--- config.mk ---
export PLATFORM = sky130hd
export DESIGN_NAME = vpu_div_cell
export DESIGN_NICKNAME = d
export VERILOG_FILES = /design/src/rtl/vpu_pkg.sv /design/src/rtl/vpu_div_cell.sv
export SDC_FILE = /design/constraint.sdc
export NUM_CORES = 1
export LEC_CHECK = 0
export ABC_AREA = 1
export BUFFER_PORTS_ARGS = -buffer_cell sky130_fd_sc_hd__buf_2
export CAP_MARGIN = 20
export CORE_MARGIN = 2
export CORE_UTILIZATION = 50
export DETAILED_ROUTE_END_ITERATION = 10
export PLACE_DENSITY_LB_ADDON = 0.12
export SYNTH_ARGS = -nofsm -noshare
export SYNTH_HDL_FRONTEND = slang
export SYNTH_SLANG_ARGS = --single-unit
--- constraint.sdc ---
create_clock -name clk -period 10.38 [get_ports clk]
set_input_delay 2.076 -clock clk [delete_from_list [all_inputs] [get_ports clk]]
set_output_delay 2.076 -clock clk [all_outputs]
set_load 0.05 [all_outputs]
--- src/rtl/vpu_pkg.sv ---
`default_nettype none
// ---------------------------------------------------------------------------
// vpu_pkg
// Shared widths, defaults and the payload carried along the divider cells
// of the vector projection unit.
// ---------------------------------------------------------------------------
package vpu_pkg;

	localparam int DATA_W        = 16;
	localparam int FRAC_BITS_DEF = 8;
	localparam int DOT_W         = 2 * DATA_W + 1;
	localparam int MSQ_W         = 2 * DATA_W;
	localparam int REM_W         = MSQ_W;
	localparam int Q_W           = DATA_W + 1;
	localparam int PROD_W        = 2 * DATA_W;

	typedef struct packed {
		logic [REM_W-1:0]         rem;
		logic [Q_W-1:0]           nlo;
		logic [MSQ_W-1:0]         msq;
		logic [Q_W-1:0]           quo;
		logic                     neg;
		logic                     zero;
		logic                     ovf;
		logic signed [DATA_W-1:0] bx;
		logic signed [DATA_W-1:0] by;
	} cell_t;

endpackage
`default_nettype wire

--- src/rtl/vpu_div_cell.sv ---
`default_nettype none
// ---------------------------------------------------------------------------
// vpu_div_cell
// One restoring division step: brings down the next dividend bit, subtracts
// the divisor when it fits and shifts one quotient bit in.
// ---------------------------------------------------------------------------
module vpu_div_cell import vpu_pkg::*; (
	input  wire logic  clk,
	input  wire logic  arst_n,
	input  wire logic  in_vld,
	output logic       in_rdy,
	input  wire cell_t in_cell,
	output logic       out_vld,
	input  wire logic  out_rdy,
	output cell_t      out_cell
);

	logic [REM_W:0]   trial;
	logic [REM_W-1:0] diff;
	logic             fits;
	logic             vld_q;
	cell_t            nxt;
	cell_t            cell_q;

	assign trial = {in_cell.rem, in_cell.nlo[Q_W-1]};
	assign fits  = (trial >= {1'b0, in_cell.msq});
	assign diff  = fits ? REM_W'(trial - {1'b0, in_cell.msq}) : trial[REM_W-1:0];

	always_comb begin
		nxt     = in_cell;
		nxt.rem = diff;
		nxt.nlo = {in_cell.nlo[Q_W-2:0], 1'b0};
		nxt.quo = {in_cell.quo[Q_W-2:0], fits};
	end

	assign in_rdy = !vld_q || out_rdy;

	always_ff @(posedge clk or negedge arst_n) begin
		if (!arst_n) begin
			vld_q <= 1'b0;
		end else if (in_rdy) begin
			vld_q <= in_vld;
		end
	end

	always_ff @(posedge clk) begin
		if (in_rdy && in_vld) begin
			cell_q <= nxt;
		end
	end

	assign out_vld  = vld_q;
	assign out_cell = cell_q;

endmodule
`default_nettype wire

After elaboration in Yosys (flattened, before gate mapping)
Index checks and enable logic that the tools add are counted.
{"block": "classes", "n_addsub": 1, "n_lt_le_gt_ge": 1, "mux": 1, "n_reduce_logical": 3}
{"cell": "greater-or-equal comparator 33 x 32 -> 1 bit", "count": 1}
{"cell": "two-way mux 32 bit", "count": 1}
{"cell": "subtractor 32 bit", "count": 1}
{"cell": "logical AND 1 bit", "count": 1}
{"cell": "logical NOT 1 bit", "count": 1}
{"cell": "logical OR 1 bit", "count": 1}
{"block": "totals", "regBits": 133, "in_bits": 137, "elab_cells": 16}

Longest topological paths before layout
{"block": "depth", "ltp_word": 3, "ltp_mapped": 16}

Worst setup path after synthesis
OpenSTA, ideal clock, no wires.
{"block": "synth_timing", "kind": "in2reg", "from": "in in_vld", "to": "reg cell_q, in the netlist out_cell[0], enable pin", "setup_time_ns": 0.666, "arrival_time_ns": 8.472, "required_ns": 9.714, "path_slack_ns": 1.242, "path_stages": 2, "path_cell_list": "inv_1 a21oi_1"}
{"block": "synth_between", "elab_chain_cells": 1}
{"element": "from (decl)", "line": "vpu_div_cell.sv:10", "text": "input wire logic in_vld,"}
{"element": "logical AND 1 bit", "line": "vpu_div_cell.sv:47", "text": "if (in_rdy && in_vld) begin"}
{"element": "to (signal assigned)", "line": "vpu_div_cell.sv:48", "text": "cell_q <= nxt;"}
{"element": "to (decl)", "line": "vpu_div_cell.sv:23", "text": "cell_t cell_q;"}
Every way passes these cells.
A chain may end at the register's enable or synchronous reset.

Worst setup path in the final report
{"block": "layout_timing", "from": "in out_rdy", "to": "out in_rdy"}
{"block": "layout_between", "elab_chain_cells": 1}
{"element": "from (decl)", "line": "vpu_div_cell.sv:14", "text": "input wire logic out_rdy,"}
{"element": "logical OR 1 bit", "line": "vpu_div_cell.sv:36", "text": "assign in_rdy = !vld_q || out_rdy;"}
{"element": "to (decl)", "line": "vpu_div_cell.sv:11", "text": "output logic in_rdy,"}
Every way passes these cells.

==> results.sh <==
export IMPL_syn_nets=962
export IMPL_antenna_found_initial=1
export IMPL_finalCriticalPeriod_ps=4640
export IMPL_grt_pass1_wl_um=28800
export IMPL_clk_path_buf_depth=2
export IMPL_netlist_area_um2=7210
export IMPL_finClkSkew_ps=6.66
export IMPL_cts_setup_buffers=0
export IMPL_crit_end="in_rdy"
export IMPL_via_count=5999
export IMPL_fp_dieH_um=124
export IMPL_die_area_um2=15400
export IMPL_synth_edf_count=132
export IMPL_maxCapViolations=0
export IMPL_postSynthAreaPerCell_um2=9.11
export IMPL_comb_power_share_pct=22.9
export IMPL_clkTransAtPathRegs_ps=60
export IMPL_ys_seq_area_share_pct=55.3
export IMPL_drt_total_wl_um=19100
export IMPL_ys_ff_latch=133
export IMPL_fp_row_count=43
export IMPL_min_path_type="reg2reg"
export IMPL_drt_iter0_drc=306
export IMPL_ir_drop_mv=0.105
export IMPL_fin_hold_ws_ps=575
export IMPL_fin_area_um2=9350
export IMPL_dpl_instance_area_um2=8720
export IMPL_p_leak_nw=4.82
export IMPL_numPortBuffers=269
export IMPL_synthCells=792
export IMPL_hpwl_um=14700
export IMPL_timing_hold_violations_final=0
export IMPL_drc=0
export IMPL_fin_crit_sh_pct=44.7
export IMPL_cp_startpoint="out_rdy"
export IMPL_p_int_mw=1.15
export IMPL_setup_viol=0
export IMPL_cts_resized=0
export IMPL_crit_path_end_kind="primary output"
export IMPL_gr_total_overflow=0
export IMPL_layoutNonFillerInstCount=1265
export IMPL_nFillCells=1225
export IMPL_clock_root_buffer="clkbuf_16"
export IMPL_first_pass_iters=7
export IMPL_rsz0062_at_grt="no"
export IMPL_start_util_pct=51.6
export IMPL_cts_sinks=133
export IMPL_startpoint_type="input port"
export IMPL_drv_slew=0
export IMPL_place_congestion=0.888
export IMPL_reg2reg_from="out_vld$_DFFE_PN0N_"
export IMPL_syn2layout_area_growth_pct=29.6
export IMPL_power_switching_mw=0.520
export IMPL_p_seq_share_pct=38.8
export IMPL_power_density_nw_per_um2=178
export IMPL_via_per_inst=4.74
export IMPL_rrSetupSlack_ps=7730
export IMPL_fmax_mhz=216
export IMPL_tns_ps=0
export IMPL_path_class="in2out"
export IMPL_pin_count=272
export IMPL_slew_headroom_pct=34.1
export IMPL_chipWidth_um=124
export IMPL_grt_pass1_vias=5636
export IMPL_clockPowerShare_pct=38.3
export IMPL_ys_types=32
export IMPL_grt_max_degree=83
export IMPL_nNetsFinal=1241
export IMPL_tritoncts="yes"
export IMPL_cts_made_buffers=17
export IMPL_synth_flop_cell="edfxtp_1"
export IMPL_path_max_fanout=2
export IMPL_core_um2=14000
export IMPL_routedWlPerCell_um=15.1
export IMPL_p_sw_share_pct=31.2
export IMPL_required_ps=8300
export IMPL_drive_above_1_share_pct=31.0
export IMPL_ctsHoldBuffers=0
export IMPL_grt_usage_pct=25.0
export IMPL_run_status="finished, final reports clean"
export IMPL_place_inst=1232
export IMPL_yosysWarningCount=0
export IMPL_insertion_delay_ps=420
export IMPL_totalPowerFinal_mw=1.67
export IMPL_reg2regPathDepth=3
export IMPL_htreeDepth=4
export IMPL_drtAntennaViolNets=0
export IMPL_crit_arrival_ps=2560
export IMPL_async_reset_ff_share_pct=0.752
export IMPL_tightest_slew_ps=989
export IMPL_rr_endpoint="out_cell[116]$_DFFE_PP_"
[synthesized netlist by cell type (5+ instances only)]
library cell	number	share of area, %
nand3_1	52	3.6
a21oi_1	22	1.5
buf_2	7	0.49
nor2_1	34	1.8
nor3_1	6	0.42
xor2_1	13	1.6
nand2_1	278	14
nand3_2	16	2.2
nor2_2	5	0.43
inv_1	151	7.9
nand3b_1	10	1.0
and2_1	8	0.69
edfxtp_1	132	55
ha_1	32	5.5
[cell type report]
cell class / instances / area, um^2 / share of cell area [%]
antenna: 1 / 2.50 / 0.0268
sequential: 133 / 3990 / 42.6
multi-input combinational: 494 / 2570 / 27.5
tap: 180 / 225 / 2.41
inverter: 154 / 578 / 6.18
clock buffer: 18 / 429 / 4.59
clock inverter: 14 / 198 / 2.11
timing repair buffer: 271 / 1360 / 14.6
[power groups by stage]
stage / Clock (mW) / Sequential [mW] / Combinational, mW
2_1_floorplan: 0 / 0.789 / 0.157
3_3_place_gp: 0 / 0.656 / 0.377
3_5_place_dp: 0 / 0.658 / 0.381
4_1_cts: 0.646 / 0.647 / 0.383
5_1_grt: 0.669 / 0.650 / 0.418
6_report: 0.637 / 0.647 / 0.382
[worst max-delay path: stages]
cell     delay (ps)
buf_2           100
inv_1           100
nand2_1          70
buf_2           210
[logic make-up after synthesis]
logic type | synth area share (%)
compound gates | 1.77
xor+xnor | 1.70
fa+ha+maj | 5.83
buf+inv | 9.24
flops | 55.3
other cells | 0.0520
simple gates | 26.1
[routing by layer]
layer  up-vias  track usage, %  share of wire (%)
met2       208            43.4                 50
met5         -               0                  0
met3        23            7.28                8.1
met1      2689            30.1                 40
li1       3079               -                  -
met4         0            7.23                1.8
[state kept, by name, indices dropped and copies added, names as in the netlist]
signal	count
out_vld	1
out_cell	132
[worst min path at each step]
stage                         from                  end  slack [ps]  depth (start not counted)
6_report       out_vld$_DFFE_PN0N_  out_vld$_DFFE_PN0N_         580                          2
5_1_grt        out_vld$_DFFE_PN0N_  out_vld$_DFFE_PN0N_         610                          2
3_3_place_gp   out_vld$_DFFE_PN0N_  out_vld$_DFFE_PN0N_         560                          2
2_1_floorplan  out_vld$_DFFE_PN0N_  out_vld$_DFFE_PN0N_        1130                          2
3_5_place_dp   out_vld$_DFFE_PN0N_  out_vld$_DFFE_PN0N_         560                          2
4_1_cts        out_vld$_DFFE_PN0N_  out_vld$_DFFE_PN0N_         580                          2
[cell usage in the layout (no fill, tap or decap), types with 3 or more instances in the layout]
cell         n
clkbuf_16   17
buf_2      269
ha_1        32
a21oi_1     21
nand3_1     52
nand2_2      4
and2_1       8
nor2_1      34
inv_1      151
bufinv_16    4
nand3b_1    10
edfxtp_1   132
inv_6        4
nand2_1    278
inv_2        3
nand3_2     16
nor2_2       5
nor3_1       6
xor2_1      13
[through the flow]
step | utilization, % | setup WS [ps]
3_3_place_gp | 62.4 | 5650
4_1_cts | 66.8 | 5750
3_5_place_dp | 62.4 | 5640
6_report | 66.9 | 5740
5_1_grt | 66.8 | 5700
2_1_floorplan | - | 1240
Power figures use the tool's default switching activity.
