`src/rtl/vpu_pkg.sv`:
```
`default_nettype none
// ---------------------------------------------------------------------------
// vpu_pkg
// Shared widths, defaults and the payload carried along the divider cells
// of the vector projection unit.
// ---------------------------------------------------------------------------
package vpu_pkg;

	localparam int DATA_W        = 16;
	localparam int FRAC_BITS_DEF = 8;
	localparam int DOT_W         = 2 * DATA_W + 1;
	localparam int MSQ_W         = 2 * DATA_W;
	localparam int REM_W         = MSQ_W;
	localparam int Q_W           = DATA_W + 1;
	localparam int PROD_W        = 2 * DATA_W;

	typedef struct packed {
		logic [REM_W-1:0]         rem;
		logic [Q_W-1:0]           nlo;
		logic [MSQ_W-1:0]         msq;
		logic [Q_W-1:0]           quo;
		logic                     neg;
		logic                     zero;
		logic                     ovf;
		logic signed [DATA_W-1:0] bx;
		logic signed [DATA_W-1:0] by;
	} cell_t;

endpackage
`default_nettype wire

```
`src/rtl/vpu_back.sv`:
```
`default_nettype none
// ---------------------------------------------------------------------------
// vpu_back
// Signs and clamps the ratio, scales b by it, shifts out the fraction and
// clamps each component into the output register.
// ---------------------------------------------------------------------------
module vpu_back import vpu_pkg::*; #(
	parameter int FRAC_BITS = FRAC_BITS_DEF
) (
	input  wire logic                clk,
	input  wire logic                arst_n,
	input  wire logic                in_vld,
	output logic                     in_rdy,
	input  wire cell_t               in_cell,
	output logic                     out_vld,
	input  wire logic                out_rdy,
	output logic signed [DATA_W-1:0] proj_x,
	output logic signed [DATA_W-1:0] proj_y,
	output logic                     zero_direction,
	output logic                     saturated
);

	localparam logic [Q_W-1:0]          POS_LIM = Q_W'((1 << (DATA_W - 1)) - 1);
	localparam logic [Q_W-1:0]          NEG_LIM = Q_W'(1 << (DATA_W - 1));
	localparam logic signed [DATA_W-1:0] MAX_V  = DATA_W'((1 << (DATA_W - 1)) - 1);
	localparam logic signed [DATA_W-1:0] MIN_V  = DATA_W'(1 << (DATA_W - 1));
	localparam logic signed [PROD_W-1:0] MAX_W  = PROD_W'(MAX_V);
	localparam logic signed [PROD_W-1:0] MIN_W  = PROD_W'(MIN_V);

	logic                     vld_s1, vld_s2, vld_s3;
	logic                     rdy_s1, rdy_s2, rdy_s3;
	logic                     rsat;
	logic [Q_W-1:0]           qneg;
	logic signed [DATA_W-1:0] r_s1;
	logic                     rsat_s1, zero_s1, rsat_s2, zero_s2;
	logic signed [DATA_W-1:0] bx_s1, by_s1;
	logic signed [PROD_W-1:0] prx_s2, pry_s2;
	logic signed [PROD_W-1:0] shx, shy;
	logic                     hix, lox, hiy, loy;
	logic signed [DATA_W-1:0] px_s3, py_s3;
	logic                     zero_s3, sat_s3;

	assign rdy_s3 = !vld_s3 || out_rdy;
	assign rdy_s2 = !vld_s2 || rdy_s3;
	assign rdy_s1 = !vld_s1 || rdy_s2;
	assign in_rdy = rdy_s1;

	always_ff @(posedge clk or negedge arst_n) begin
		if (!arst_n) begin
			vld_s1 <= 1'b0;
			vld_s2 <= 1'b0;
			vld_s3 <= 1'b0;
		end else begin
			if (rdy_s1) vld_s1 <= in_vld;
			if (rdy_s2) vld_s2 <= vld_s1;
			if (rdy_s3) vld_s3 <= vld_s2;
		end
	end

	assign rsat = in_cell.ovf || (!in_cell.neg && (in_cell.quo > POS_LIM)) ||
		(in_cell.neg && (in_cell.quo > NEG_LIM));
	assign qneg = -in_cell.quo;

	assign shx = prx_s2 >>> FRAC_BITS;
	assign shy = pry_s2 >>> FRAC_BITS;
	assign hix = (shx > MAX_W);
	assign lox = (shx < MIN_W);
	assign hiy = (shy > MAX_W);
	assign loy = (shy < MIN_W);

	always_ff @(posedge clk) begin
		if (rdy_s1 && in_vld) begin
			if (rsat) begin
				r_s1 <= in_cell.neg ? MIN_V : MAX_V;
			end else begin
				r_s1 <= in_cell.neg ? qneg[DATA_W-1:0] : in_cell.quo[DATA_W-1:0];
			end
			rsat_s1 <= rsat;
			zero_s1 <= in_cell.zero;
			bx_s1   <= in_cell.bx;
			by_s1   <= in_cell.by;
		end
		if (rdy_s2 && vld_s1) begin
			prx_s2  <= r_s1 * bx_s1;
			pry_s2  <= r_s1 * by_s1;
			rsat_s2 <= rsat_s1;
			zero_s2 <= zero_s1;
		end
		if (rdy_s3 && vld_s2) begin
			if (zero_s2) begin
				px_s3 <= '0;
				py_s3 <= '0;
			end else begin
				px_s3 <= hix ? MAX_V : (lox ? MIN_V : shx[DATA_W-1:0]);
				py_s3 <= hiy ? MAX_V : (loy ? MIN_V : shy[DATA_W-1:0]);
			end
			zero_s3 <= zero_s2;
			sat_s3  <= !zero_s2 && (rsat_s2 || hix || lox || hiy || loy);
		end
	end

	assign out_vld        = vld_s3;
	assign proj_x         = px_s3;
	assign proj_y         = py_s3;
	assign zero_direction = zero_s3;
	assign saturated      = sat_s3;

endmodule
`default_nettype wire

```
`config.mk`:
```
export PLATFORM = sky130hd
export DESIGN_NAME = vpu_back
export DESIGN_NICKNAME = d
export VERILOG_FILES = /design/src/rtl/vpu_pkg.sv /design/src/rtl/vpu_back.sv
export SDC_FILE = /design/constraint.sdc
export NUM_CORES = 2
export LEC_CHECK = 0
export BUFFER_PORTS_ARGS = -buffer_cell sky130_fd_sc_hd__buf_4
export CORE_UTILIZATION = 50
export CTS_CLUSTER_SIZE = 8
export DETAILED_ROUTE_END_ITERATION = 16
export PLACE_DENSITY = 0.75
export SETUP_SLACK_MARGIN = 0.3
export SKIP_LAST_GASP = 1
export SYNTH_ARGS = -nofsm -noshare
export SYNTH_HDL_FRONTEND = slang
export SYNTH_SLANG_ARGS = --single-unit
```
`constraint.sdc`:
```
create_clock -name clk -period 6.07 [get_ports clk]
set_clock_uncertainty 0.1 [all_clocks]
set_input_delay 0.3035 -clock clk [delete_from_list [all_inputs] [get_ports clk]]
set_output_delay 0.3035 -clock clk [all_outputs]
set_load 0.03 [all_outputs]
```
-- After elaboration in Yosys (flattened, before gate mapping)
Cells that the tools add are included.
W data, S select, Z words.
- logic and storage cells: 56
- bits of input ports: 137
- register bits after elaboration: 153
- output and inout bits: 36
- reduce and logical (&&, ||, !) cells: 22
- magnitude comparators: 6
- add/subtract/negate cells: 1
- $mul: 2
- multiplexer cells: 7
- operators with widths (operator ; number):
    $mux W16 ; 5
    $mul A16 B16 Y32 ; 2
    $gt A24 B16 Y1 const B ; 2
    $lt A24 B16 Y1 const B ; 2
    $mux W15 ; 2
    $gt A17 B15 Y1 const B ; 1
    $gt A17 B16 Y1 const B ; 1
    $neg A16 Y16 ; 1
    $logic_or A1 B1 Y1 ; 9
    $logic_and A1 B1 Y1 ; 6
    $logic_not A1 Y1 ; 5
    $reduce_or A2 Y1 ; 2

-- Depth between registers and ports, before layout
- word-level depth: 6
- gate-level depth with buffers: 23
- depth with buffers taken out: 22

-- Worst setup path after synthesis
Ideal clock, no wire load.
- path type: reg-to-reg
- start point: register r_s1[15]
- end point: register pry_s2[30] (data pin)
- stages on the path, launching flop included: 20
- slack: -0.245 ns
- arrival: 5.958 ns
- setup time: 0.258 ns
- period minus slack after synthesis: 6.315 ns
- buffers on the path: 1
- data required time: 5.712 ns
- cells stage by stage: edfxtp_1 > clkbuf_1 > nand2_1 > inv_1 > fa_1 > fa_1 > inv_1 > fa_1 > fa_1 > fa_1 > fa_1 > inv_1 > ha_1 > and3_1 > a2111oi_0 > o21ai_1 > a31oi_1 > o21ai_1 > a21oi_1 > xnor2_1
- cells in the longest elaborated chain, start to end: 1
- ends and longest elaborated chain (element ; line ; text):
    start: declaration ; vpu_back.sv:34 ; logic signed [DATA_W-1:0] r_s1;
    start signal: assignment ; vpu_back.sv:74 ; r_s1 <= in_cell.neg ? MIN_V : MAX_V;
    start signal: assignment ; vpu_back.sv:76 ; r_s1 <= in_cell.neg ? qneg[DATA_W-1:0] : in_cell.quo[DATA_W-1:0];
    $mul A16 B16 Y32 ; vpu_back.sv:85 ; pry_s2 <= r_s1 * by_s1;
    end signal: assignment ; vpu_back.sv:85 ;
    end: declaration ; vpu_back.sv:37 ; logic signed [PROD_W-1:0] prx_s2, pry_s2;
No other way between the ends.
A chain may end at the register's enable or synchronous reset.

-- Final worst setup path
- start point: register r_s1[6]
- end point: register pry_s2[22] (data pin)
Same word-level chain as after synthesis.

==> metrics <==
maximum clock path buffer count=2; FMAX=163.0 MHz; RSZ-0062 raised after global routing=yes; Critical Path Fanout Max=5; final-report max-slew violation count=0; HPWL after detailed placement=43140 microns; Die X=221.7 microns; GR Util All Layers=24.53%; Post-synth top flop=edfxtp_1; largest net degree at the start of global routing=51; number of global-route vias before repair=19320; max-cap viol count=0; Area contributors post-synth=fa_1, edfxtp_1, inv_1; clock slew at reported path FFs=0.06 ns; clk_lat worst skew=0.49 ns; setup slack, reg-to-reg=-0.06 ns; Ports=173; Commonest cells post-synth=inv_1, fa_1, nand2_1, and2_1, ha_1; starting density of the core=50.67%; Ys Warns=0; Compound-Gate Fraction of Synth Area=4.701%; Synth top area share=43.29%; routed length per instance=17.01 microns; antenna cells=0; DP Area=26840 sq um; final hold vios=0; Async SR Flop Fraction=2.190%; crit path capture type=flop; path type of the worst min-delay path=in -> async; cell taking the most area after synthesis=fa_1; Post-Synth Adder-Cell Area=51.58%; initial DRC count=1069; Via density=5.251; routed vias=17330; fin crit period=6.134 ns; Netlist cell types=60; setup ws final=-0.06392 ns; Slew @ Worst Pin=1.110 ns; global-route wire length before repair=94510 microns; drt first pass iters=5; status=finished with violations; H-tree depth=4; Post-Synthesis Cells=2383; CTS Buf Count=17; GPL Wtd Cong=0.9128; finished layout cell area=29130 sq um; Die Span Y=221.7 microns; nets@finish=3494; Area growth, synth to finish=20.67%; initial antenna violation count=0; core area=47650 sq um; Worst Path Arrival=6.27 ns; CTS tree=yes; sequential-to-total area share from yosys stat=16.98%; Fillers=3774; Synth Area in XOR/XNOR=2.177%; Worst Path Required=6.21 ns; Mapped Area=24140 sq um; GR Overflow Total=0; drt total wl=56160 microns; die area=49160 sq um; flops & latches, synth=137; number of setup violations in the final report=9; Cell Rows=80; clock tree root buffer cell=clkbuf_16; port buffer count=91; most frequent cell after synthesis=inv_1; nature of the critical path startpoint=flop; DRC=0; final period utilization=101.1%; Synthesized Nets=3202; failing checks=negative setup slack; largest family of logic cells by synthesized area=adder cells; multiplexer area fraction after synthesis=0.1710%; ANT nets after route=0; synthesized area per cell=10.13 sq um; max_slew headroom=25.82%; CP Class=reg -> reg; share of layout cells above drive strength 1=19.06%; clk sinks=137; Synth Area in Simple Gates=14.00%; EDFF count, synth=134
[cells by family after synthesis]
logic type                 Yosys count
AOI/OAI and AO/OA                  168
and+or+nand+nor                    666
DFF                                137
muxes                                4
xor gates and xnor gates            60
buffers and inverters              666
adders and majority gates          682
[state kept, by name, indices dropped and copies added, names as in the netlist]
signal,cells
prx_s2,24
pry_s2,24
bx_s1,16
by_s1,16
proj_x,16
proj_y,16
r_s1,16
out_vld,1
rsat_s1,1
rsat_s2,1
saturated,1
vld_s1,1
vld_s2,1
zero_direction,1
zero_s1,1
zero_s2,1
[final timing paths]
path                       cells past startpoint    endpoint        start
setup / recovery                              22  pry_s2[22]      r_s1[6]
hold / removal                                 2     out_vld       arst_n
setup reg to reg                              22  pry_s2[22]      r_s1[6]
hold reg to reg                                0     zero_s2      zero_s1
max in group asynchronous                      2      vld_s2       arst_n
min in group clk                               3     r_s1[8]  in_cell[43]
[layout make-up]
class                   count  area, sq um  share of cell area, %
repair buffers            363         3237                  11.11
clock buffers              18        429.2                  1.473
flip-flops and latches    137         4099                  14.07
clock inverters            12        152.6                 0.5240
well taps                 615        769.5                  2.641
multi-input cells        1580        18280                  62.75
inverters                 576         2165                  7.430
[through the flow]
stage	util [%]	setup WS, ns	TNS (ns)	hold slack (ns)	cells
after floorplan	-	0.2881	0	-0.09209	2383
after global placement	56.33	-0.01452	-0.01849	-0.008655	3165
after detailed placement	56.33	-0.1558	-1.058	-0.005313	3165
after CTS	60.03	-0.02924	-0.05045	0.002283	3273
after global routing	61.14	-0.2681	-4.353	0.04328	3301
final	61.14	-0.06392	-0.3042	0.05594	3301
[routing by layer]
metal  GRT usage [%]  vias up  wire (microns)
met5               0        -               0
met4           8.423        0            1585
met3           4.930       98            3947
met2           40.98      577           28090
met1           31.94     8934           22540
li1                -     7724               -
[critical path, stage by stage, from the launching register on]
cell and delay, ns:
edfxtp_1 0.48, buf_12 0.19, buf_4 0.14, and2_1 0.16, fa_1 0.48, inv_1 0.05
fa_1 0.47, inv_1 0.06, fa_1 0.53, fa_2 0.44, fa_1 0.48, inv_1 0.05
fa_1 0.48, inv_1 0.04, ha_1 0.29, a21o_1 0.21, a311oi_2 0.27, o21ai_2 0.15
buf_4 0.17, a31o_4 0.24, a21oi_4 0.15, o21bai_1 0.09, xor2_1 0.15
[cell usage in the layout (no fill, tap or decap), drive strengths merged, types with 4 or more instances in the layout]
| master | netlist | layout |
|---|---|---|
| inv | 576 | 577 |
| fa | 522 | 522 |
| buf | 2 | 324 |
| nand2 | 261 | 261 |
| and2 | 243 | 243 |
| ha | 160 | 160 |
| edfxtp | 134 | 134 |
| nor2 | 58 | 58 |
| xnor2 | 46 | 46 |
| o21a | 39 | 39 |
| a21oi | 38 | 38 |
| dlygate4sd3 | 0 | 36 |
| o21ai | 23 | 23 |
| a21o | 21 | 21 |
| clkbuf | 88 | 21 |
| nand3 | 16 | 16 |
| nand2b | 15 | 15 |
| nand4 | 14 | 14 |
| xor2 | 14 | 14 |
| nor3 | 14 | 14 |
| nor2b | 12 | 12 |
| o22ai | 8 | 8 |
| and3 | 7 | 7 |
| nor4 | 6 | 6 |
| a31oi | 6 | 6 |
| nor3b | 6 | 6 |
| clkinv | 0 | 6 |
| a211oi | 6 | 6 |
| or3 | 5 | 5 |
| o21bai | 4 | 4 |
[what timing repair did]
| item | 4_1_cts | 5_1_grt |
|---|---|---|
| pin swaps | 64 | 54 |
| endpoints found under the setup margin | 32 | 35 |
| setup buffers | 40 | 25 |
| gates resized for setup | 111 | 71 |
| hold endpoints to repair | 39 | 0 |
| cloned | 2 | 3 |
| hold buffers | 36 | 0 |
Power is left out: the tool's default activity adds up to more than one toggle a clock period on the data nets, which glitch-free logic cannot reach.
