--- src/rtl/vpu_pkg.sv ---
`default_nettype none
// ---------------------------------------------------------------------------
// vpu_pkg
// Shared widths, defaults and the payload carried along the divider cells
// of the vector projection unit.
// ---------------------------------------------------------------------------
package vpu_pkg;

	localparam int DATA_W        = 16;
	localparam int FRAC_BITS_DEF = 8;
	localparam int DOT_W         = 2 * DATA_W + 1;
	localparam int MSQ_W         = 2 * DATA_W;
	localparam int REM_W         = MSQ_W;
	localparam int Q_W           = DATA_W + 1;
	localparam int PROD_W        = 2 * DATA_W;

	typedef struct packed {
		logic [REM_W-1:0]         rem;
		logic [Q_W-1:0]           nlo;
		logic [MSQ_W-1:0]         msq;
		logic [Q_W-1:0]           quo;
		logic                     neg;
		logic                     zero;
		logic                     ovf;
		logic signed [DATA_W-1:0] bx;
		logic signed [DATA_W-1:0] by;
	} cell_t;

endpackage
`default_nettype wire

--- src/rtl/vpu_front.sv ---
`default_nettype none
// ---------------------------------------------------------------------------
// vpu_front
// Forms the dot product and the squared length of b, takes the magnitude of
// the dot product and prepares the scaled dividend for the divider cells.
// ---------------------------------------------------------------------------
module vpu_front import vpu_pkg::*; #(
	parameter int FRAC_BITS = FRAC_BITS_DEF
) (
	input  wire logic                     clk,
	input  wire logic                     arst_n,
	input  wire logic                     in_vld,
	output logic                          in_rdy,
	input  wire logic signed [DATA_W-1:0] a_x,
	input  wire logic signed [DATA_W-1:0] a_y,
	input  wire logic signed [DATA_W-1:0] b_x,
	input  wire logic signed [DATA_W-1:0] b_y,
	output logic                          out_vld,
	input  wire logic                     out_rdy,
	output cell_t                         out_cell
);

	localparam int NUM_W = MSQ_W + FRAC_BITS;

	logic                     vld_s1, vld_s2, vld_s3, vld_s4;
	logic                     rdy_s1, rdy_s2, rdy_s3, rdy_s4;
	logic signed [PROD_W-1:0] pxx_s1, pyy_s1, qxx_s1, qyy_s1;
	logic signed [DATA_W-1:0] bx_s1, by_s1, bx_s2, by_s2, bx_s3, by_s3;
	logic signed [DOT_W-1:0]  dot_s2;
	logic [MSQ_W-1:0]         msq_s2, msq_s3;
	logic [MSQ_W-1:0]         mag_s3;
	logic                     neg_s3, zero_s3;
	logic [NUM_W-1:0]         num;
	logic [REM_W-1:0]         hi;
	cell_t                    cell_s4;

	assign rdy_s4 = !vld_s4 || out_rdy;
	assign rdy_s3 = !vld_s3 || rdy_s4;
	assign rdy_s2 = !vld_s2 || rdy_s3;
	assign rdy_s1 = !vld_s1 || rdy_s2;
	assign in_rdy = rdy_s1;

	always_ff @(posedge clk or negedge arst_n) begin
		if (!arst_n) begin
			vld_s1 <= 1'b0;
			vld_s2 <= 1'b0;
			vld_s3 <= 1'b0;
			vld_s4 <= 1'b0;
		end else begin
			if (rdy_s1) vld_s1 <= in_vld;
			if (rdy_s2) vld_s2 <= vld_s1;
			if (rdy_s3) vld_s3 <= vld_s2;
			if (rdy_s4) vld_s4 <= vld_s3;
		end
	end

	assign num = {mag_s3, {FRAC_BITS{1'b0}}};
	assign hi  = REM_W'(num[NUM_W-1:Q_W]);

	always_ff @(posedge clk) begin
		if (rdy_s1 && in_vld) begin
			pxx_s1 <= a_x * b_x;
			pyy_s1 <= a_y * b_y;
			qxx_s1 <= b_x * b_x;
			qyy_s1 <= b_y * b_y;
			bx_s1  <= b_x;
			by_s1  <= b_y;
		end
		if (rdy_s2 && vld_s1) begin
			dot_s2 <= DOT_W'(pxx_s1) + DOT_W'(pyy_s1);
			msq_s2 <= MSQ_W'(qxx_s1) + MSQ_W'(qyy_s1);
			bx_s2  <= bx_s1;
			by_s2  <= by_s1;
		end
		if (rdy_s3 && vld_s2) begin
			neg_s3  <= dot_s2[DOT_W-1];
			mag_s3  <= dot_s2[DOT_W-1] ? MSQ_W'(-dot_s2) : MSQ_W'(dot_s2);
			zero_s3 <= (msq_s2 == '0);
			msq_s3  <= msq_s2;
			bx_s3   <= bx_s2;
			by_s3   <= by_s2;
		end
		if (rdy_s4 && vld_s3) begin
			cell_s4.rem  <= hi;
			cell_s4.nlo  <= num[Q_W-1:0];
			cell_s4.msq  <= msq_s3;
			cell_s4.quo  <= '0;
			cell_s4.neg  <= neg_s3;
			cell_s4.zero <= zero_s3;
			cell_s4.ovf  <= (hi >= msq_s3);
			cell_s4.bx   <= bx_s3;
			cell_s4.by   <= by_s3;
		end
	end

	assign out_vld  = vld_s4;
	assign out_cell = cell_s4;

endmodule
`default_nettype wire

--- config.mk ---
export PLATFORM = sky130hd
export DESIGN_NAME = vpu_front
export DESIGN_NICKNAME = d
export VERILOG_FILES = /design/src/rtl/vpu_pkg.sv /design/src/rtl/vpu_front.sv
export SDC_FILE = /design/constraint.sdc
export NUM_CORES = 2
export LEC_CHECK = 0
export BUFFER_PORTS_ARGS = -buffer_cell sky130_fd_sc_hd__buf_4
export CAP_MARGIN = 25
export CELL_PAD_IN_SITES_DETAIL_PLACEMENT = 1
export CELL_PAD_IN_SITES_GLOBAL_PLACEMENT = 1
export CORE_MARGIN = 2
export CORE_UTILIZATION = 50
export DETAILED_ROUTE_END_ITERATION = 8
export GPL_ROUTABILITY_DRIVEN = 0
export PLACE_DENSITY = 0.8
export SYNTH_ARGS = -nofsm -noshare
export SYNTH_HDL_FRONTEND = slang
export SYNTH_SLANG_ARGS = --single-unit
--- constraint.sdc ---
create_clock -name clk -period 17.66 [get_ports clk]
set_clock_uncertainty 0.15 [all_clocks]
set_input_delay 1.766 -clock clk [delete_from_list [all_inputs] [get_ports clk]]
set_output_delay 1.766 -clock clk [all_outputs]
set_load 0.005 [all_outputs]
Word-level counts from Yosys, hierarchy flattened
Cells that the tools add are included.
- add/sub/neg operators: 3
- multiply operators: 4
- magnitude comparators: 1
- multiplexer cells: 1
- reduce and logical (&&, ||, !) cells: 13
- operator list (operator ; count):
    16-bit by 16-bit multiplier with 32-bit output ; 4
    32-bit by 32-bit adder with 33-bit output ; 1
    32-bit adder ; 1
    23-bit by 32-bit greater-or-equal comparator with 1-bit output ; 1
    32-bit zero test ; 1
    32-bit two-way mux ; 1
    32-bit negator ; 1
    1-bit logical AND ; 4
    1-bit zero test ; 4
    1-bit logical OR ; 4
- register bits after elaboration: 458
- input bits: 68
- output and inout bits: 135
- word-level logic and storage cells: 50

Depth between registers and ports, before layout
- depth after elaboration: 6
- mapped depth: 26
- depth with buffers taken out: 25

Least setup slack after synthesis
No wires, ideal clock.
- path kind: input -> register
- from: input port b_x[1]
- to: register pxx_s1[31] (data pin)
- library setup time: 0.259 ns
- data arrival time: 7.717 ns
- data required time: 17.251 ns
- setup slack: 9.534 ns
- cell stages on the path: 21
- path buffers: 2
- cell sequence: clkbuf_1 -> clkbuf_1 -> nand2_1 -> fa_1 -> fa_1 -> fa_1 -> inv_1 -> fa_1 -> fa_1 -> fa_1 -> ha_1 -> a21oi_1 -> o21ai_0 -> a41oi_1 -> o31ai_1 -> a2111oi_0 -> o31a_1 -> o2111ai_1 -> nor3_1 -> a21oi_1 -> xnor2_1
- word-level cells in the longest chain between the ends: 1
- ends and longest elaborated chain (item ; line ; text):
    start: declaration ; vpu_front.sv:16 ; input wire logic signed [DATA_W-1:0] b_x,
    16-bit by 16-bit multiplier with 32-bit output ; vpu_front.sv:62 ; pxx_s1 <= a_x * b_x;
    end signal: assignment ; vpu_front.sv:62 ;
    end: declaration ; vpu_front.sv:27 ; logic signed [PROD_W-1:0] pxx_s1, pyy_s1, qxx_s1, qyy_s1;
No other way between the ends.
A chain may end at the register's enable or synchronous reset.

Worst setup path in the final report
- from: input port b_x[15]
- to: register qxx_s1[31] (data pin)
- word-level cells in the longest chain between the ends: 1
- ends and longest elaborated chain (item ; line ; text):
    16-bit by 16-bit multiplier with 32-bit output ; vpu_front.sv:64 ; qxx_s1 <= b_x * b_x;
    end signal: assignment ; vpu_front.sv:64 ;
    end: declaration ; vpu_front.sv:27 ;
No other way between the ends.

==> reports/results.tsv <==
stage	metric	value	unit
outcome	outcome	finished clean	
worst_hold_path	Tightest Hold Check Type	reg -> reg	
route	wire per inst	21.1	um
global_routing	initial antenna violation count	4	
finish	proportion of layout cells with a drive suffix above 1	0.0573	
finish	Area Overhead vs Synth	7.91	%
worst_setup_path	Largest stage delay, worst path	0.88	ns
route	DRC Markers	0	
clock_network	cts hold-fix bufs	0	
logic_synthesis	post-synthesis async set-or-reset flop share	0.00881	
worst_setup_path	reg-to-reg slack, setup	13.10	ns
sta	Final min period	8.30	ns
sta	unrepaired setup endpoints after global routing	false	
sta	Slew Limit Headroom	0.308	
clock_network	clock slew at reported path FFs	0.06	ns
worst_setup_path	r2r endpoint	dot_s2[28]	
worst_setup_path	crit path DAT	8.51	ns
logic_synthesis	cell taking the most area after synthesis	fa_1	
logic_synthesis	top-area cell type share of the netlist area	0.361	
worst_setup_path	critical path class	in -> reg	
route	via count	36300	
sta	Fin. Hold Viols	0	
logic_synthesis	post-synthesis sequential area ratio	0.247	
worst_setup_path	slowest CP cell	fa_1	
logic_synthesis	number of synthesized register bits	454	
clock_network	H-tree depth	2	
global_routing	grt total ovfl	0	
worst_setup_path	Critical Path Source Type	primary input	
worst_hold_path	start point of the worst hold path	bx_s2[2]	
die	Core Footprint	0.109	sq mm
job	# Max-Cap Violations	0	
route	DRT Pass-1 Iters	5	
clock_network	setup bufs post-CTS	0	
worst_hold_path	Hold Crit Depth	0	
route	vias per inst	5.38	
sta	Max Fclk	121	MHz
global_routing	GRT Util Overall	0.262	
route	Antenna Nets Post-Route	0	
finish	Multi-input gate area	0.0362	sq mm
logic_synthesis	ys flop type	edfxtp_1	
finish	Reg area	0.0136	sq mm
worst_hold_path	hold path endpoint	bx_s3[2]	
sta	Final setup viols	0	
finish	fill cell count	11700	
logic_synthesis	Yosys Warn Count	0	
placed_design	PortBufs	168	
clock_network	CTS root buffer	clkbuf_16	
logic_synthesis	Synth area leaders	fa_1, edfxtp_1, ha_1	
worst_setup_path	Critical path origin	b_x[15]	
sta	Max Slew Vio Count	0	
die	Die Wd	336	um
logic_synthesis	most common cell in the netlist	inv_1	
worst_setup_path	worst r2r src	pxx_s1[0]	
worst_setup_path	Worst Path Max Fanout	25	
worst_setup_path	most used cell, CP	fa_1	
logic_synthesis	top post-synthesis cells by count	inv_1, fa_1, nand2_1	
logic_synthesis	Mapped Area	0.0551	sq mm
worst_setup_path	crit end category	register	
global_routing	largest net degree at the start of global routing	74	
global_routing	vias in the first global route	42600	
global_routing	first-pass GRT wire length	228000	um
route	DRT Wirelength	143000	um
clock_network	Worst-Skew Late Latency	0.63	ns
clock_network	cells resized by post-CTS repair	0	
clock_network	clk buf depth	3	
finish	Nets	6726	
sta	worst slew pin tran	1.04	ns
sta	total negative slack	0	ns
logic_synthesis	synthesized area per cell	10.7	sq um
logic_synthesis	EDFF count, synth	450	
clock_network	CTS buffer count	51	
worst_setup_path	Worst Reg-to-Reg Cells	12	
logic_synthesis	Gate Count Post-Synth	5148	
die	starting density of the core	0.505	
clock_network	# clock sinks	454	
die	Ports	203	
placed_design	post-detail-place hpwl	112000	um
sta	hold slack	0.262	ns
die	die area	0.113	sq mm
clock_network	TritonCTS clock tree	built	
worst_setup_path	worst path cell trace	buf_4 -> clkinv_1 -> nor2_1 -> fa_1 -> fa_1 -> fa_1 -> fa_1 -> fa_1 -> inv_1 -> fa_1 -> inv_1 -> ha_1 -> a2111oi_0 -> o21ai_0 -> nand2_1 -> o21ai_0 -> a41oi_1 -> a21oi_1 -> o21a_1 -> nor2_1 -> xnor2_1	
sta	Final period util	0.470	
worst_setup_path	required time worst endpoint	17.87	ns
route	1st-iter DRT viols	1611	
die	Die Y-Extent	336	um
die	# rows	121	
logic_synthesis	Cell variety after synth	66	
## routing by layer
metal | vias up | track usage | share of wire
met3 | 359 | 0.0272 | 0.039
li1 | 16000 | - | -
met5 | - | 0 | 0
met2 | 957 | 0.494 | 0.54
met4 | 0 | 0.105 | 0.043
met1 | 19000 | 0.305 | 0.38
## flip-flops by register name, indices dropped and copies added (netlist names), 15 cells and up
name / flops
bx_s1: 15
bx_s2: 16
bx_s3: 16
by_s1: 15
by_s2: 16
by_s3: 16
dot_s2: 33
mag_s3: 32
msq_s2: 32
msq_s3: 32
out_cell: 99
pxx_s1: 32
pyy_s1: 32
qxx_s1: 31
qyy_s1: 31
## worst max path at each step
stage / endpoint / slack [ns] / cells past startpoint
final: qxx_s1[31] / 9.36 / 21
after global routing: qxx_s1[31] / 8.91 / 21
after detailed placement: pxx_s1[31] / 8.76 / 23
after CTS: qxx_s1[31] / 9.39 / 21
after floorplan: pxx_s1[31] / 9.53 / 21
after global placement: pxx_s1[31] / 8.89 / 20
## worst max-delay path, delay by kind of cell
kind	cells	cell delay, ns
buffers and inverters	4	0.80
xor gates and xnor gates	1	0.09
and+or+nand+nor	3	0.56
AOI/OAI and AO/OA	6	1.44
adders and majority gates	7	3.80
## per-stage QoR
step | util | worst slack (ns) | instances | instance area [sq um]
CTS | 0.545 | 9.39 | 6748 | 59400
detailed placement | 0.528 | 8.76 | 6653 | 57600
global placement | 0.528 | 8.89 | 6653 | 57600
floorplan | - | 9.53 | 5181 | 55300
finish | 0.545 | 9.36 | 6752 | 59500
global route | 0.545 | 8.91 | 6751 | 59500
## kinds of logic (layout without fill, tap and decap cells)
logic type / after synthesis / after routing / share of synthesized area
other cells: 1 / 35 / 0.0000680
fa+ha+maj: 1425 / 1425 / 0.459
xor+xnor: 241 / 241 / 0.0383
compound gates: 469 / 469 / 0.0560
simple gates: 1140 / 1140 / 0.101
mux: 2 / 2 / 0.000363
buf+inv: 1416 / 1510 / 0.0987
flops: 454 / 454 / 0.247
## final cells by class
class                      count  share of cell area
multi-input combinational   3311               0.609
sequential                   454               0.229
inverter                    1237              0.0780
tap                         1476              0.0310
timing repair buffer         178              0.0231
clock buffer                  55              0.0217
clock inverter                40             0.00856
antenna                        1           0.0000421
## placed cells by master, fill, tap and decap left out, types with 7 or more instances in the layout
cell type     n
inv_1      1235
fa_1        993
nand2_1     458
edfxtp_1    450
ha_1        432
and2_1      332
xnor2_1     187
buf_4       175
nor2_1      161
a21oi_1     127
o21ai_0      82
a21o_1       77
xor2_1       54
clkbuf_16    51
nand2b_1     43
conb_1       34
nand3_1      27
a211oi_1     24
o21a_1       24
nor2b_1      22
nor3_1       22
o21bai_1     21
a31o_2       17
o31ai_1      16
nor4_1       15
clkinv_1     13
nand4_1      11
a31oi_1      11
o211ai_1     10
bufinv_16     9
or2_2         8
and3_1        8
a2111oi_0     8
or3_1         8
a21boi_0      7
Power is left out: the tool's default activity adds up to more than one toggle a clock period on the data nets, which glitch-free logic cannot reach.
